`config.mk`:
```
export PLATFORM = sky130hd
export DESIGN_NAME = tls_ctrl
export DESIGN_NICKNAME = d
export VERILOG_FILES = /design/src/design/tls_pkg.sv /design/src/design/tls_ctrl.sv
export SDC_FILE = /design/constraint.sdc
export NUM_CORES = 1
export LEC_CHECK = 0
export BUFFER_PORTS_ARGS = -buffer_cell sky130_fd_sc_hd__buf_2
export CORE_ASPECT_RATIO = 1.1
export CORE_MARGIN = 4
export CORE_UTILIZATION = 45
export DETAILED_ROUTE_END_ITERATION = 10
export GPL_TIMING_DRIVEN = 0
export PLACE_DENSITY = 0.82
export RECOVER_POWER = 100
export SLEW_MARGIN = 20
export SYNTH_ARGS = -nofsm -noshare
export SYNTH_HDL_FRONTEND = slang
export SYNTH_SLANG_ARGS = --single-unit
```
`constraint.sdc`:
```
create_clock -name clk -period 1.5 [get_ports clk]
set_clock_uncertainty 0.15 [all_clocks]
set_input_delay 0.075 -clock clk [delete_from_list [all_inputs] [get_ports clk]]
set_output_delay 0.075 -clock clk [all_outputs]
set_load 0.1 [all_outputs]
```
`src/design/tls_pkg.sv`:
```
package tls_pkg;

    localparam int DEF_LINE_SLOTS = 512;
    localparam int DEF_LINE_BYTES = 256;

    localparam int OP_W   = 3;
    localparam int BYTE_W = 8;

    localparam logic [OP_W-1:0] OP_DATA  = 3'd0;
    localparam logic [OP_W-1:0] OP_EOS   = 3'd1;
    localparam logic [OP_W-1:0] OP_SORT  = 3'd2;
    localparam logic [OP_W-1:0] OP_READ  = 3'd3;
    localparam logic [OP_W-1:0] OP_CLEAR = 3'd4;

    localparam logic [BYTE_W-1:0] NEWLINE = 8'd10;

    // datapath commands, one per controller step
    typedef logic [4:0] cmd_t;

    localparam cmd_t CMD_NONE      = 5'd0;
    localparam cmd_t CMD_ACCEPT    = 5'd1;
    localparam cmd_t CMD_SORT_RD_I = 5'd2;
    localparam cmd_t CMD_SORT_CUR  = 5'd3;
    localparam cmd_t CMD_SORT_CLEN = 5'd4;
    localparam cmd_t CMD_SORT_RD_J = 5'd5;
    localparam cmd_t CMD_SORT_PREV = 5'd6;
    localparam cmd_t CMD_SORT_PLEN = 5'd7;
    localparam cmd_t CMD_CMP_RD    = 5'd8;
    localparam cmd_t CMD_CMP_NEXT  = 5'd9;
    localparam cmd_t CMD_SHIFT     = 5'd10;
    localparam cmd_t CMD_PLACE     = 5'd11;
    localparam cmd_t CMD_SORT_DONE = 5'd12;
    localparam cmd_t CMD_RD_ORD    = 5'd13;
    localparam cmd_t CMD_RD_LEN    = 5'd14;
    localparam cmd_t CMD_RD_BASE   = 5'd15;
    localparam cmd_t CMD_RD_TXT    = 5'd16;
    localparam cmd_t CMD_RD_BYTE   = 5'd17;
    localparam cmd_t CMD_RD_NL     = 5'd18;
    localparam cmd_t CMD_FIN_LOAD  = 5'd19;

    typedef struct packed {
        logic ovf;
        logic rd_avail;
        logic sort_more;
        logic j_zero;
        logic k_lt_m;
        logic plen_gt;
        logic bytes_ne;
        logic a_gt_b;
        logic pos_lt_len;
        logic out_free;
    } stat_t;

endpackage

```
`src/design/tls_ctrl.sv`:
```
module tls_ctrl
    import tls_pkg::*;
(
    input  logic            clk,
    input  logic            rst_n,
    input  logic            s_tvalid,
    input  logic [OP_W-1:0] op,
    input  stat_t           stat,
    output logic            s_tready,
    output cmd_t            cmd
);

    localparam logic [4:0] ST_IDLE   = 5'd0;
    localparam logic [4:0] ST_FIN    = 5'd1;
    localparam logic [4:0] ST_I      = 5'd2;
    localparam logic [4:0] ST_CUR    = 5'd3;
    localparam logic [4:0] ST_CLEN   = 5'd4;
    localparam logic [4:0] ST_J      = 5'd5;
    localparam logic [4:0] ST_PREV   = 5'd6;
    localparam logic [4:0] ST_PLEN   = 5'd7;
    localparam logic [4:0] ST_CMP    = 5'd8;
    localparam logic [4:0] ST_CMPW   = 5'd9;
    localparam logic [4:0] ST_SHIFT  = 5'd10;
    localparam logic [4:0] ST_PLACE  = 5'd11;
    localparam logic [4:0] ST_R_ORD  = 5'd12;
    localparam logic [4:0] ST_R_LEN  = 5'd13;
    localparam logic [4:0] ST_R_BASE = 5'd14;
    localparam logic [4:0] ST_R_TXT  = 5'd15;
    localparam logic [4:0] ST_R_BYTE = 5'd16;

    logic [4:0] state_reg, state_next;

    assign s_tready = (state_reg == ST_IDLE);

    always_comb
    begin
        state_next = state_reg;
        cmd        = CMD_NONE;
        unique case (state_reg)
            ST_IDLE:
            begin
                if (s_tvalid)
                begin
                    cmd = CMD_ACCEPT;
                    if (op == OP_SORT && !stat.ovf)
                        state_next = ST_I;
                    else if (op == OP_READ && !stat.ovf && stat.rd_avail)
                        state_next = ST_R_ORD;
                    else
                        state_next = ST_FIN;
                end
            end
            ST_FIN:
            begin
                if (stat.out_free)
                begin
                    cmd        = CMD_FIN_LOAD;
                    state_next = ST_IDLE;
                end
            end
            ST_I:
            begin
                if (stat.sort_more)
                begin
                    cmd        = CMD_SORT_RD_I;
                    state_next = ST_CUR;
                end
                else
                begin
                    cmd        = CMD_SORT_DONE;
                    state_next = ST_FIN;
                end
            end
            ST_CUR:
            begin
                cmd        = CMD_SORT_CUR;
                state_next = ST_CLEN;
            end
            ST_CLEN:
            begin
                cmd        = CMD_SORT_CLEN;
                state_next = ST_J;
            end
            ST_J:
            begin
                if (stat.j_zero)
                    state_next = ST_PLACE;
                else
                begin
                    cmd        = CMD_SORT_RD_J;
                    state_next = ST_PREV;
                end
            end
            ST_PREV:
            begin
                cmd        = CMD_SORT_PREV;
                state_next = ST_PLEN;
            end
            ST_PLEN:
            begin
                cmd        = CMD_SORT_PLEN;
                state_next = ST_CMP;
            end
            ST_CMP:
            begin
                if (stat.k_lt_m)
                begin
                    cmd        = CMD_CMP_RD;
                    state_next = ST_CMPW;
                end
                else if (stat.plen_gt)
                    state_next = ST_SHIFT;
                else
                    state_next = ST_PLACE;
            end
            ST_CMPW:
            begin
                if (stat.bytes_ne)
                    state_next = stat.a_gt_b ? ST_SHIFT : ST_PLACE;
                else
                begin
                    cmd        = CMD_CMP_NEXT;
                    state_next = ST_CMP;
                end
            end
            ST_SHIFT:
            begin
                cmd        = CMD_SHIFT;
                state_next = ST_J;
            end
            ST_PLACE:
            begin
                cmd        = CMD_PLACE;
                state_next = ST_I;
            end
            ST_R_ORD:
            begin
                cmd        = CMD_RD_ORD;
                state_next = ST_R_LEN;
            end
            ST_R_LEN:
            begin
                cmd        = CMD_RD_LEN;
                state_next = ST_R_BASE;
            end
            ST_R_BASE:
            begin
                cmd        = CMD_RD_BASE;
                state_next = ST_R_TXT;
            end
            ST_R_TXT:
            begin
                if (stat.pos_lt_len)
                begin
                    cmd        = CMD_RD_TXT;
                    state_next = ST_R_BYTE;
                end
                else
                begin
                    cmd        = CMD_RD_NL;
                    state_next = ST_FIN;
                end
            end
            ST_R_BYTE:
            begin
                cmd        = CMD_RD_BYTE;
                state_next = ST_FIN;
            end
            default:
            begin
                state_next = ST_IDLE;
            end
        endcase
    end

    always_ff @(posedge clk or negedge rst_n)
    begin
        if (!rst_n)
            state_reg <= ST_IDLE;
        else
            state_reg <= state_next;
    end

endmodule

```
==> results.ini <==
[outcome]
status = finished with violations
violations = negative hold slack, negative setup slack

[routing]
drc = 0
ant_nets = 0
viasPerCell = 6.35
routedWlPerCell_um = 18.2
drt-initial-drc-count = 69
drtPass1Iterations = 4
detailroute.via_count = 1009
drt_wl_total_um = 2890

[grt]
grt_pass1_vias = 971
grt_pass1_wl_um = 4460
antenna_found_initial = 0
grtUsageTotal = 0.260
gr-total-overflow = 0
grt_max_degree = 11

[critical_path]
cp_data_arrival_time_ps = 1750
critPathBufInv = 3
setup.worst_path.end_class = output pin
worstPathMaxFanout = 7
cpLargestDelayFamily = compound AO/OA/AOI/OAI gates
crit_type = register to output pin
max_stage_delay_ps = 380
cp-start-kind = register
path_cells = buf_6 -> buf_8 -> nor3_4 -> a22oi_2 -> o211a_1 -> o21ai_4 -> buf_12
critPathSlowestCell = dfrtp_1
cp.required_ps = 1270

[floorplan]
core_area_um2 = 1560
ios = 22
start_util = 0.473
die_area_um2 = 2350
rows = 15
die_h_um = 50.4
die_w_um = 46.6

[place]
dp_hpwl_um = 1630
port_buffers = 21
place_congestion = 0.881

[synth]
syn_inst = 102
yosys_warnings = 0
yosysTopAreaCellShare = 0.170
synth_edf_count = 0
synth.largest_area_cell = dfrtp_1
ys_seq_area_frac = 0.170
yosys-top-cells-count = o21ai_0, nand2b_1, a21oi_1, buf_2, nor2_1
syn_area_per_cell_um2 = 7.23
ys_ff_latch = 5
synth_ff_type = dfrtp_1
yosysMostFrequentCell = o21ai_0
synth_cell_types = 41
netlist_area_um2 = 737
synth_area_leaders = dfrtp_1, o21ai_0, nand2b_1
syn-num-nets = 118
async_flop_share = 1.00

[final_layout]
diodes = 0
area_growth_pct = 73.3
nFillCells = 87
largest_reg_flops = 5
fin_nets = 159
drive_above_1_share = 0.514

[run]
maxCapViolations = 0

[timing]
setup_viol = 10
setup_slack_ps = -474
slew_headroom = 0.705
rsz0062_at_grt = true
hold_viol_final = 1
clock.fmax_ghz = 0.506
whs_ps = -5.96
tightest_slew_ps = 441
fin_crit_ps = 1970
final.period_utilization = 1.32
drv_slew = 0

[clock_network]
tritoncts = yes
clock_latency_ps = 240
cts_hold_buf = 1
clockBufferDepth = 2
h-tree-depth = 1
clk_pin_slew_ps = 40
cts.sinks = 5
numCtsBuffers = 3
clock-root-buffer = clkbuf_4

[power]
p_leak_uw = 0.000536
total_power_uw = 1690
powerDensity_nw_per_um2 = 1320
vdd_drop_max_mv = 1.13

[min_path]
hp-class = primary input to register

[per-stage QoR]
stage                     std cells   util  cell area [µm²]  setup TNS (ps)  setup slack (ps)
final                           159  0.820             1280           -3720              -474
after global routing            159  0.820             1280           -4400              -530
after CTS                       156  0.789             1230           -3200              -467
after detailed placement        140  0.593              923           -3110              -544
after global placement          140  0.593              923           -2990              -529
after floorplan                 102      -              797           -3010              -548
[tightest hold or removal path, delay by kind of cell]
kind                   cells  cell delay (ps)
buffers and inverters      1              110
and+or+nand+nor            2              150
[power by group]
group	total, µW	leakage, µW	internal [µW]	switching [µW]
clock network	151	0.0000150	100	51.0
registers	164	0.0000683	152	12.2
logic	1370	0.000452	589	784
total	1690	0.000536	841	847
[layer usage]
layer,up-vias,GRT usage,part of all wire
li1,460,-,-
met1,458,0.336,0.38
met2,71,0.415,0.49
met3,20,0.0358,0.083
met4,0,0.118,0.053
met5,-,0,0
[layout make-up]
class                      count  area [µm²]  share of cell area
buffer                        10         109              0.0852
timing repair buffer          36         313               0.245
tap                           17        21.3              0.0167
clock buffer                   4        26.3              0.0206
sequential                     5         125              0.0979
multi-input combinational     84         672               0.526
inverter                       3        11.3             0.00881
[cells in the final DEF (no fill, tap or decap), types with 2 or more instances in the layout]
| master | instances |
|---|---|
| nor2b_2 | 2 |
| o31a_1 | 2 |
| clkbuf_1 | 2 |
| a22oi_2 | 2 |
| clkbuf_4 | 3 |
| dfrtp_1 | 5 |
| o211ai_1 | 2 |
| nor2_1 | 5 |
| nor3_1 | 2 |
| nand2_1 | 4 |
| a21oi_1 | 4 |
| buf_2 | 15 |
| buf_4 | 15 |
| nand3_1 | 2 |
| o21ai_4 | 2 |
| o21ai_0 | 6 |
| a31oi_1 | 2 |
| buf_8 | 2 |
| buf_12 | 6 |
| o21ai_2 | 2 |
| nor3b_2 | 3 |
| o21ai_1 | 4 |
| nand2b_1 | 6 |
| nor2b_1 | 3 |
| nor2_4 | 2 |
| inv_1 | 2 |
| buf_6 | 5 |
[logic make-up (layout without fill, tap and decap cells)]
| kind of cell | Yosys count | in the layout | share of synthesized area |
|---|---|---|---|
| AOI/OAI and AO/OA | 37 | 37 | 0.321 |
| xor gates and xnor gates | 1 | 1 | 0.0119 |
| buffers and inverters | 13 | 53 | 0.102 |
| DFF | 5 | 5 | 0.170 |
| muxes | 1 | 1 | 0.0136 |
| and+or+nand+nor | 45 | 45 | 0.382 |
[repair_timing]
action	in CTS	in global routing
endpoints found under the setup margin	10	10
setup buffers	11	3
pin swaps	15	8
gates resized for setup	48	11
hold endpoints to repair	6	1
[worst paths after layout]
kind / start / end / slack (ps) / cells past startpoint
setup / recovery: state_reg[0]$_DFFE_PN0P_ / cmd[0] / -470 / 7
hold / removal: stat[1] / state_reg[4]$_DFFE_PN0P_ / -6 / 3
setup reg to reg: state_reg[2]$_DFFE_PN0P_ / state_reg[2]$_DFFE_PN0P_ / -310 / 5
hold reg to reg: state_reg[2]$_DFFE_PN0P_ / state_reg[4]$_DFFE_PN0P_ / 600 / 3
max in group asynchronous: rst_n / state_reg[0]$_DFFE_PN0P_ / 950 / 2
min in group asynchronous: rst_n / state_reg[4]$_DFFE_PN0P_ / 50 / 2
(Power assumes the default switching activity.)
